**src/design/swdm_pkg.sv**
```systemverilog
package swdm_pkg;

    localparam int TIME_W   = 32;
    localparam int MODE_W   = 4;
    localparam int COUNT_W  = 32;
    localparam int SUM_W    = 48;
    localparam int APB_AW   = 4;
    localparam int APB_DW   = 32;
    localparam int MIU_W    = 5;
    localparam int CHAT_W   = 12;

    localparam logic [1:0] REG_MODES_IN_USE    = 2'd0;
    localparam logic [1:0] REG_MIN_DWELL_LIMIT = 2'd1;
    localparam logic [1:0] REG_ADT_PERIOD      = 2'd2;
    localparam logic [1:0] REG_CHATTER_BOUND   = 2'd3;

    localparam logic [MIU_W-1:0]  MODES_IN_USE_RST    = 5'd16;
    localparam logic [TIME_W-1:0] MIN_DWELL_LIMIT_RST = 32'd0;
    localparam logic [TIME_W-1:0] ADT_PERIOD_RST      = 32'd1000;
    localparam logic [CHAT_W-1:0] CHATTER_BOUND_RST   = 12'd16;

    typedef struct packed {
        logic [TIME_W-1:0] event_time;
        logic [MODE_W-1:0] new_mode;
    } swdm_in_t;

    typedef struct packed {
        logic [TIME_W-1:0]  last_dwell;
        logic [TIME_W-1:0]  min_dwell_seen;
        logic [TIME_W-1:0]  max_dwell_seen;
        logic [SUM_W-1:0]   dwell_total;
        logic [COUNT_W-1:0] intervals_seen;
        logic [SUM_W-1:0]   left_mode_time;
        logic [COUNT_W-1:0] entered_mode_visits;
        logic               dwell_ok;
        logic               adt_ok;
        logic               order_error;
    } swdm_out_t;

    typedef struct packed {
        logic go;
        logic first;
        logic err;
    } swdm_step_t;

    function automatic logic [COUNT_W-1:0] sat_inc(input logic [COUNT_W-1:0] a);
        return (a == '1) ? a : a + COUNT_W'(1);
    endfunction

    function automatic logic [SUM_W-1:0] sat_add_sum(input logic [SUM_W-1:0]  a,
                                                      input logic [TIME_W-1:0] b);
        logic [SUM_W:0] s;
        s = {1'b0, a} + (SUM_W+1)'(b);
        return s[SUM_W] ? '1 : s[SUM_W-1:0];
    endfunction

endpackage

```
**src/design/swdm_adt.sv**
```systemverilog
module swdm_adt (
    input  logic                                aclk,
    input  logic                                aresetn,
    input  swdm_pkg::swdm_step_t                step,
    input  logic [swdm_pkg::TIME_W-1:0]         event_time,
    input  logic [swdm_pkg::TIME_W-1:0]         adt_period,
    input  logic [swdm_pkg::CHAT_W-1:0]         chatter_bound,
    output logic                                adt_broken
);
    import swdm_pkg::*;

    localparam int PROD_W = TIME_W + CHAT_W;

    logic [62:0]        itp_reg;
    logic [62:0]        gap_reg;
    logic               broken_reg;
    logic [62:0]        itp_next;
    logic [62:0]        gap_next;
    logic [TIME_W-1:0]  tau;
    logic signed [63:0] diff;
    logic               diff_pos;
    logic               far;
    logic [PROD_W-1:0]  lhs;
    logic [PROD_W-1:0]  prod;
    logic               cap_hit;
    logic               break_now;

    // The gap is the current index-times-period less the smallest key so far,
    // so the new key minus the smallest key is the gap plus tau less the time.
    assign tau      = (adt_period == '0) ? TIME_W'(1) : adt_period;
    assign itp_next = step.first ? itp_reg : itp_reg + 63'(tau);
    assign cap_hit  = itp_next[62];
    assign diff     = $signed({1'b0, gap_reg}) + $signed(64'(tau)) - $signed(64'(event_time));
    assign diff_pos = !diff[63] && (diff != '0);
    assign far      = |diff[62:40];
    assign lhs      = {diff[39:0], 4'b0000};
    assign prod     = PROD_W'(chatter_bound) * PROD_W'(tau);
    assign break_now = cap_hit || (!step.first && diff_pos && (far || (lhs > prod)));
    assign gap_next = (step.first || diff[63]) ? 63'(event_time) : gap_reg + 63'(tau);
    assign adt_broken = broken_reg || (!step.err && break_now);

    always_ff @(posedge aclk) begin
        if (!aresetn) begin
            itp_reg    <= '0;
            gap_reg    <= '0;
            broken_reg <= 1'b0;
        end else if (step.go && !step.err && !broken_reg) begin
            itp_reg    <= itp_next;
            gap_reg    <= gap_next;
            broken_reg <= break_now;
        end
    end

endmodule

```
**src/design/swdm_tab.sv**
```systemverilog
module swdm_tab #(
    parameter int MAX_MODES = 16
) (
    input  logic                                aclk,
    input  logic                                aresetn,
    input  swdm_pkg::swdm_step_t                step,
    input  logic [swdm_pkg::MODE_W-1:0]         new_mode,
    input  logic [swdm_pkg::MODE_W-1:0]         prev_mode,
    input  logic [swdm_pkg::TIME_W-1:0]         dwell,
    input  logic [swdm_pkg::MIU_W-1:0]          modes_in_use,
    output logic [swdm_pkg::SUM_W-1:0]          left_time,
    output logic [swdm_pkg::COUNT_W-1:0]        entered_visits
);
    import swdm_pkg::*;

    localparam int TAB_DEPTH = (MAX_MODES < (1 << MODE_W)) ? MAX_MODES : (1 << MODE_W);
    localparam int IDX_W     = $clog2(TAB_DEPTH);
    localparam logic [MIU_W-1:0] MODE_CAP = MIU_W'(TAB_DEPTH);

    logic [COUNT_W-1:0] visits_reg [TAB_DEPTH];
    logic [SUM_W-1:0]   times_reg  [TAB_DEPTH];
    logic [MIU_W-1:0]   limit;
    logic               enter_ok;
    logic               leave_ok;
    logic [IDX_W-1:0]   enter_idx;
    logic [IDX_W-1:0]   leave_idx;
    logic               commit;

    assign limit     = (modes_in_use > MODE_CAP) ? MODE_CAP : modes_in_use;
    assign enter_ok  = MIU_W'(new_mode) < limit;
    assign leave_ok  = !step.first && (MIU_W'(prev_mode) < limit);
    assign enter_idx = new_mode[IDX_W-1:0];
    assign leave_idx = prev_mode[IDX_W-1:0];
    assign commit    = step.go && !step.err;

    assign entered_visits = enter_ok ? sat_inc(visits_reg[enter_idx]) : '0;
    assign left_time      = leave_ok ? sat_add_sum(times_reg[leave_idx], dwell) : '0;

    always_ff @(posedge aclk) begin
        if (!aresetn) begin
            for (int i = 0; i < TAB_DEPTH; i++) begin
                visits_reg[i] <= '0;
                times_reg[i]  <= '0;
            end
        end else if (commit) begin
            if (enter_ok) begin
                visits_reg[enter_idx] <= entered_visits;
            end
            if (leave_ok) begin
                times_reg[leave_idx] <= left_time;
            end
        end
    end

endmodule

```
**src/design/switching_dwell_time_monitor.sv**
```systemverilog
// Channel   Direction  Handshake          Word
// s_        in         s_valid / s_ready  swdm_in_t  (event_time, new_mode)
// m_        out        m_valid / m_ready  swdm_out_t (dwell statistics and flags)
// apb       in/out     psel/penable/pready  four registers at byte offsets 0, 4, 8, 12
//
// A word goes from the input register to the output register, which shows its result until
// it is taken; one word is taken per cycle while m_ready does not stall the output.
// The running state and the mode tables are updated in the single pass between the two.
// A stall on m_ready holds the result and lets one more word wait in the input register.
// Synchronous active-low reset clears both tables and all state but the data words.
module switching_dwell_time_monitor #(
    parameter int MAX_MODES = 16,
    parameter int TIME_BITS = 32
) (
    input  logic                            aclk,
    input  logic                            aresetn,
    input  logic                            s_valid,
    output logic                            s_ready,
    input  swdm_pkg::swdm_in_t              s_data,
    output logic                            m_valid,
    input  logic                            m_ready,
    output swdm_pkg::swdm_out_t             m_data,
    input  logic                            psel,
    input  logic                            penable,
    input  logic                            pwrite,
    input  logic [swdm_pkg::APB_AW-1:0]     paddr,
    input  logic [swdm_pkg::APB_DW-1:0]     pwdata,
    output logic [swdm_pkg::APB_DW-1:0]     prdata,
    output logic                            pready
);
    import swdm_pkg::*;

    localparam int TB = (TIME_BITS < TIME_W) ? TIME_BITS : TIME_W;
    localparam logic [TIME_W-1:0] TMASK = TIME_W'((64'd1 << TB) - 64'd1);

    logic [MIU_W-1:0]   modes_in_use_reg;
    logic [TIME_W-1:0]  min_dwell_limit_reg;
    logic [TIME_W-1:0]  adt_period_reg;
    logic [CHAT_W-1:0]  chatter_bound_reg;

    swdm_in_t           in_reg;
    logic               in_valid_reg;
    swdm_out_t          out_reg;
    logic               out_valid_reg;

    logic               started_reg;
    logic [TIME_W-1:0]  prev_time_reg;
    logic [MODE_W-1:0]  prev_mode_reg;
    logic [TIME_W-1:0]  min_reg;
    logic [TIME_W-1:0]  max_reg;
    logic [SUM_W-1:0]   sum_reg;
    logic [COUNT_W-1:0] count_reg;

    logic [TIME_W-1:0]  min_next;
    logic [TIME_W-1:0]  max_next;
    logic [SUM_W-1:0]   sum_next;
    logic [COUNT_W-1:0] count_next;

    logic [TIME_W-1:0]  t;
    logic [TIME_W-1:0]  dwell;
    logic               err;
    logic               upd_stats;
    logic               advance;
    logic [1:0]         reg_idx;
    logic               cfg_write;
    swdm_step_t         step;
    swdm_out_t          result;
    logic [SUM_W-1:0]   left_time;
    logic [COUNT_W-1:0] entered_visits;
    logic               adt_broken;

    assign pready    = 1'b1;
    assign reg_idx   = paddr[3:2];
    assign cfg_write = psel && penable && pwrite;

    always_ff @(posedge aclk) begin
        if (!aresetn) begin
            modes_in_use_reg    <= MODES_IN_USE_RST;
            min_dwell_limit_reg <= MIN_DWELL_LIMIT_RST;
            adt_period_reg      <= ADT_PERIOD_RST;
            chatter_bound_reg   <= CHATTER_BOUND_RST;
        end else if (cfg_write) begin
            case (reg_idx)
                REG_MODES_IN_USE:    modes_in_use_reg    <= pwdata[MIU_W-1:0];
                REG_MIN_DWELL_LIMIT: min_dwell_limit_reg <= pwdata[TIME_W-1:0];
                REG_ADT_PERIOD:      adt_period_reg      <= pwdata[TIME_W-1:0];
                REG_CHATTER_BOUND:   chatter_bound_reg   <= pwdata[CHAT_W-1:0];
                default: ;
            endcase
        end
    end

    always_comb begin
        case (reg_idx)
            REG_MODES_IN_USE:    prdata = APB_DW'(modes_in_use_reg);
            REG_MIN_DWELL_LIMIT: prdata = APB_DW'(min_dwell_limit_reg);
            REG_ADT_PERIOD:      prdata = APB_DW'(adt_period_reg);
            REG_CHATTER_BOUND:   prdata = APB_DW'(chatter_bound_reg);
            default:             prdata = '0;
        endcase
    end

    assign advance = in_valid_reg && (!out_valid_reg || m_ready);
    assign s_ready = !in_valid_reg || advance;
    assign m_valid = out_valid_reg;
    assign m_data  = out_reg;

    assign t         = in_reg.event_time & TMASK;
    assign err       = started_reg && (t <= prev_time_reg);
    assign dwell     = t - prev_time_reg;
    assign upd_stats = started_reg && !err;

    assign step.go    = advance;
    assign step.first = !started_reg;
    assign step.err   = err;

    assign min_next   = (upd_stats && (dwell < min_reg)) ? dwell : min_reg;
    assign max_next   = (upd_stats && (dwell > max_reg)) ? dwell : max_reg;
    assign sum_next   = upd_stats ? sat_add_sum(sum_reg, dwell) : sum_reg;
    assign count_next = upd_stats ? sat_inc(count_reg) : count_reg;

    swdm_tab #(
        .MAX_MODES (MAX_MODES)
    ) u_tab (
        .aclk           (aclk),
        .aresetn        (aresetn),
        .step           (step),
        .new_mode       (in_reg.new_mode),
        .prev_mode      (prev_mode_reg),
        .dwell          (dwell),
        .modes_in_use   (modes_in_use_reg),
        .left_time      (left_time),
        .entered_visits (entered_visits)
    );

    swdm_adt u_adt (
        .aclk          (aclk),
        .aresetn       (aresetn),
        .step          (step),
        .event_time    (t),
        .adt_period    (adt_period_reg),
        .chatter_bound (chatter_bound_reg),
        .adt_broken    (adt_broken)
    );

    always_comb begin
        result.last_dwell          = upd_stats ? dwell : '0;
        result.min_dwell_seen      = min_next;
        result.max_dwell_seen      = max_next;
        result.dwell_total         = sum_next;
        result.intervals_seen      = count_next;
        result.left_mode_time      = err ? '0 : left_time;
        result.entered_mode_visits = err ? '0 : entered_visits;
        result.dwell_ok            = min_next >= min_dwell_limit_reg;
        result.adt_ok              = (count_next != '0) && !adt_broken;
        result.order_error         = err;
    end

    always_ff @(posedge aclk) begin
        if (!aresetn) begin
            in_valid_reg  <= 1'b0;
            out_valid_reg <= 1'b0;
            started_reg   <= 1'b0;
            prev_time_reg <= '0;
            prev_mode_reg <= '0;
            min_reg       <= '1;
            max_reg       <= '0;
            sum_reg       <= '0;
            count_reg     <= '0;
        end else begin
            if (s_valid && s_ready) begin
                in_valid_reg <= 1'b1;
            end else if (advance) begin
                in_valid_reg <= 1'b0;
            end
            if (advance) begin
                out_valid_reg <= 1'b1;
            end else if (m_ready) begin
                out_valid_reg <= 1'b0;
            end
            if (advance && !err) begin
                started_reg   <= 1'b1;
                prev_time_reg <= t;
                prev_mode_reg <= in_reg.new_mode;
                min_reg       <= min_next;
                max_reg       <= max_next;
                sum_reg       <= sum_next;
                count_reg     <= count_next;
            end
        end
    end

    always_ff @(posedge aclk) begin
        if (s_valid && s_ready) begin
            in_reg <= s_data;
        end
        if (advance) begin
            out_reg <= result;
        end
    end

endmodule

```
**config.mk**
```make
export PLATFORM = sky130hd
export DESIGN_NAME = switching_dwell_time_monitor
export DESIGN_NICKNAME = d
export VERILOG_FILES = /design/src/design/swdm_pkg.sv /design/src/design/swdm_adt.sv /design/src/design/swdm_tab.sv /design/src/design/switching_dwell_time_monitor.sv
export SDC_FILE = /design/constraint.sdc
export NUM_CORES = 2
export LEC_CHECK = 0
export BUFFER_PORTS_ARGS = -buffer_cell sky130_fd_sc_hd__buf_2
export CAP_MARGIN = 20
export CORE_MARGIN = 1
export CORE_UTILIZATION = 30
export CTS_CLUSTER_SIZE = 28
export DETAILED_ROUTE_END_ITERATION = 7
export HOLD_SLACK_MARGIN = 0.02
export PLACE_DENSITY = 0.54
export SYNTH_ARGS = -nofsm -noshare
export SYNTH_HDL_FRONTEND = slang
export SYNTH_HIERARCHICAL = 1
export SYNTH_SLANG_ARGS = --single-unit
```
**constraint.sdc**
```tcl
create_clock -name aclk -period 20.1 [get_ports aclk]
set_clock_uncertainty 0.05 [all_clocks]
set_input_delay 2.01 -clock aclk [delete_from_list [all_inputs] [get_ports aclk]]
set_output_delay 2.01 -clock aclk [all_outputs]
set_load 0.01 [all_outputs]
```
==> qor.txt <==
design internal power: 7600 uW
worst-case clock buffer depth: 4
synthesized instance count: 10300
max-cap check violation count: 0
DP HPWL: 233 mm
outcome: finished, final reports clean
Sequential Area: 0.0551 mm2
via/cell ratio: 5.19
grt total ovfl: 0
layout cells sized above 1: 15.5%
startpoint types: register
Mapped Area: 0.113 mm2
Final nets: 11300
Final Critical Period: 10.74 ns
post-synthesis to final-layout area growth: 13.6%
hold path endpoint: max_reg[31]$_SDFFE_PN0P_
Critical Setup Path Class: register to register
Achievable Freq: 93.1 MHz
sequential share of power: 43.4%
Critical Path RT: 20.70 ns
DRT iter0 DRCs: 7287
port bufs: 369
IO Pins: 373
RR Endpoint: m_data[1]$_DFFE_PP_
fin cells: 15600
drt pass-1 iters: 6
CP max stage delay: 0.95 ns
Horiz. Die Dim: 616 um
most used cell, CP: fa_1
Root Driver: clkbuf_16
Post-CTS Repair Setup Buffers: 0
RSZ-0062 raised after global routing: no
Hold Path Stages: 2
effective utilization at floorplan: 30.2%
Pins Over Slew Limit: 0
Synthesis Warnings: 6
drt drc: 0
dpl cells: 15200
Rel. slew slack: 14.7%
final clock period utilization by the worst path: 53.4%
Reg2Reg Setup Slack: 9.36 ns
LEAKAGE: 0.0493 uW
switch share: 28.5%
Core ar.: 0.374 mm2
wire per inst: 23.7 um
Num Clock Sinks: 1966
ys flop type: edfxtp_1
Hold Buf Count CTS: 0
die area: 0.379 mm2
RePlAce Congestion: 0.869
number of synthesized flops with an enable pin: 1575
Combinational Power Share: 16.3%
share of total power in the clock network: 40.4%
vias in the first global route: 78800
max reg flops: 768
Num CTS Buffers: 227
htree depth: 4
first-pass GRT wire length: 540 mm
final wirelength: 369 mm
CP arrival: 11.34 ns
post-cts gate resize count: 0
largest net degree at the start of global routing: 167
Mapped Nets: 11200
clk_lat worst skew: 0.97 ns
synthesized flop and latch total: 1966
Worst Path Max Fanout: 18
CTS tree: yes
FF-to-FF Start: adt_period_reg[29]$_SDFFE_PN0P_
setup TNS: 0 ns
fillcell total: 37200
Final Hold Viols: 0
PwrDens: 82.8 mW/mm2
Hold Crit Class: register to register
area of the multi-input gates: 0.0529 mm2
initial antenna violation count: 37
routed vias: 81000
post-synthesis sequential area ratio: 48.8%
ys async rst share: 0%
crit path max-delay cell type: o31ai_2
Netlist cell types: 113
IR drop worst, VDD: 0.0000825 V
Worst R2R Path Depth: 35
hold_sp: max_reg[31]$_SDFFE_PN0P_
Switch Pwr: 3030 uW
Worst-Margin Slew: 1.27 ns
synthesized area per cell: 11.0 um2
post-route ant nets: 0
Hold Slack: 0.403 ns
Die Ht: 616 um
global router's overall resource usage: 19.0%
crit end category: register
setup violators final: 0
clock-pin transition on the worst setup and hold timing paths: 0.07 ns
num rows: 224
## per-layer routing
layer / vias to the layer above / share of wire [%] / track usage (%)
met5: - / 0.0035 / 0
met4: 2 / 2.9 / 5.49
met3: 470 / 6.5 / 2.47
met2: 2780 / 46 / 30.7
met1: 40900 / 44 / 26.5
li1: 36800 / - / -
## kinds of logic after synthesis
family / share of synthesized area, %
AO/OA/AOI/OAI: 10.6
XOR/XNOR: 2.78
adder cells (fa/ha/maj): 11.3
buffers and inverters: 4.89
flip-flops: 48.8
multiplexers: 8.15
other: 0.00332
AND/OR/NAND/NOR: 13.5
## cells in the mapped netlist (all sizes together), types with 129 or more instances
cell type | number | share of area [%]
clkbuf | 536 | 1.8
a21oi | 778 | 3.6
edfxtp | 1575 | 42
nor2 | 1399 | 4.7
nand3 | 129 | 0.58
inv | 650 | 2.2
xnor2 | 232 | 1.8
mux4 | 371 | 7.4
dfxtp | 391 | 6.9
and2 | 281 | 1.6
fa | 337 | 6.0
nand2 | 1031 | 3.4
nand4 | 129 | 0.71
o21ai | 336 | 1.5
buf | 184 | 0.94
nor3 | 129 | 0.58
ha | 478 | 5.3
a21o | 176 | 1.2
## worst max path at each step
stage	cells after the start	startpoint	to
floorplan	9	m_ready	u_tab/times_reg[15][0]$_SDFFCE_PN0P_
global placement	35	adt_period_reg[29]$_SDFFE_PN0P_	m_data[1]$_DFFE_PP_
detailed placement	35	adt_period_reg[29]$_SDFFE_PN0P_	m_data[1]$_DFFE_PP_
CTS	35	adt_period_reg[29]$_SDFFE_PN0P_	m_data[1]$_DFFE_PP_
global route	35	adt_period_reg[29]$_SDFFE_PN0P_	m_data[1]$_DFFE_PP_
finish	35	adt_period_reg[29]$_SDFFE_PN0P_	m_data[1]$_DFFE_PP_
## area by class of cell
class	instances	share of cell area, %
diodes	16	0.0312
repair buffers	633	3.05
inverters	652	1.91
clock buffers	268	4.68
multi-input cells	6940	41.2
flip-flops and latches	1966	43.0
well taps	4972	4.85
clock inverters	156	1.29
## cell usage in the layout, fill, tap and decap left out, types with 59 or more instances in the layout
cell type / netlist / routed
a211oi_1: 77 / 76
a21o_1: 176 / 175
a21oi_1: 744 / 742
a31oi_1: 80 / 79
and2_1: 279 / 277
buf_2: 118 / 368
buf_4: 13 / 257
clkbuf_16: 0 / 232
dfxtp_1: 391 / 381
edfxtp_1: 1575 / 1575
fa_1: 337 / 337
ha_1: 478 / 478
inv_1: 647 / 647
mux4_2: 371 / 371
nand2_1: 1031 / 977
nand3_1: 128 / 124
nand4_1: 129 / 129
nor2_1: 1398 / 1395
nor3_1: 126 / 126
o211ai_1: 59 / 59
o21ai_0: 302 / 295
xnor2_1: 232 / 215
xor2_1: 126 / 120
## critical path, delay by kind of cell, from the launching register on
| kind | cells | cell delay, ns |
|---|---|---|
| compound gates | 14 | 3.97 |
| fa+ha+maj | 7 | 3.38 |
| simple gates | 8 | 1.82 |
| buf+inv | 5 | 0.74 |
| flops | 1 | 0.30 |
| xor+xnor | 1 | 0.17 |
## power by group through the flow
| stage | clock, uW | sequential (uW) | combinational [uW] |
|---|---|---|---|
| final | 4290 | 4610 | 1730 |
| after global placement | 0 | 4700 | 1710 |
| after CTS | 4400 | 4610 | 1720 |
| after detailed placement | 0 | 4700 | 1710 |
| after global routing | 4540 | 4630 | 1880 |
| after floorplan | 0 | 4690 | 1080 |
## per-stage QoR
stage	total power, uW	cell area [um2]	setup WS (ns)	util (%)
global placement	6410	121000	9.40	32.3
floorplan	5770	113000	2.80	-
global route	11000	128000	8.95	34.4
finish	10600	128000	9.36	34.4
CTS	10700	128000	9.36	34.3
detailed placement	6410	121000	9.41	32.3
No activity file was read; power rests on OpenSTA's default activity.
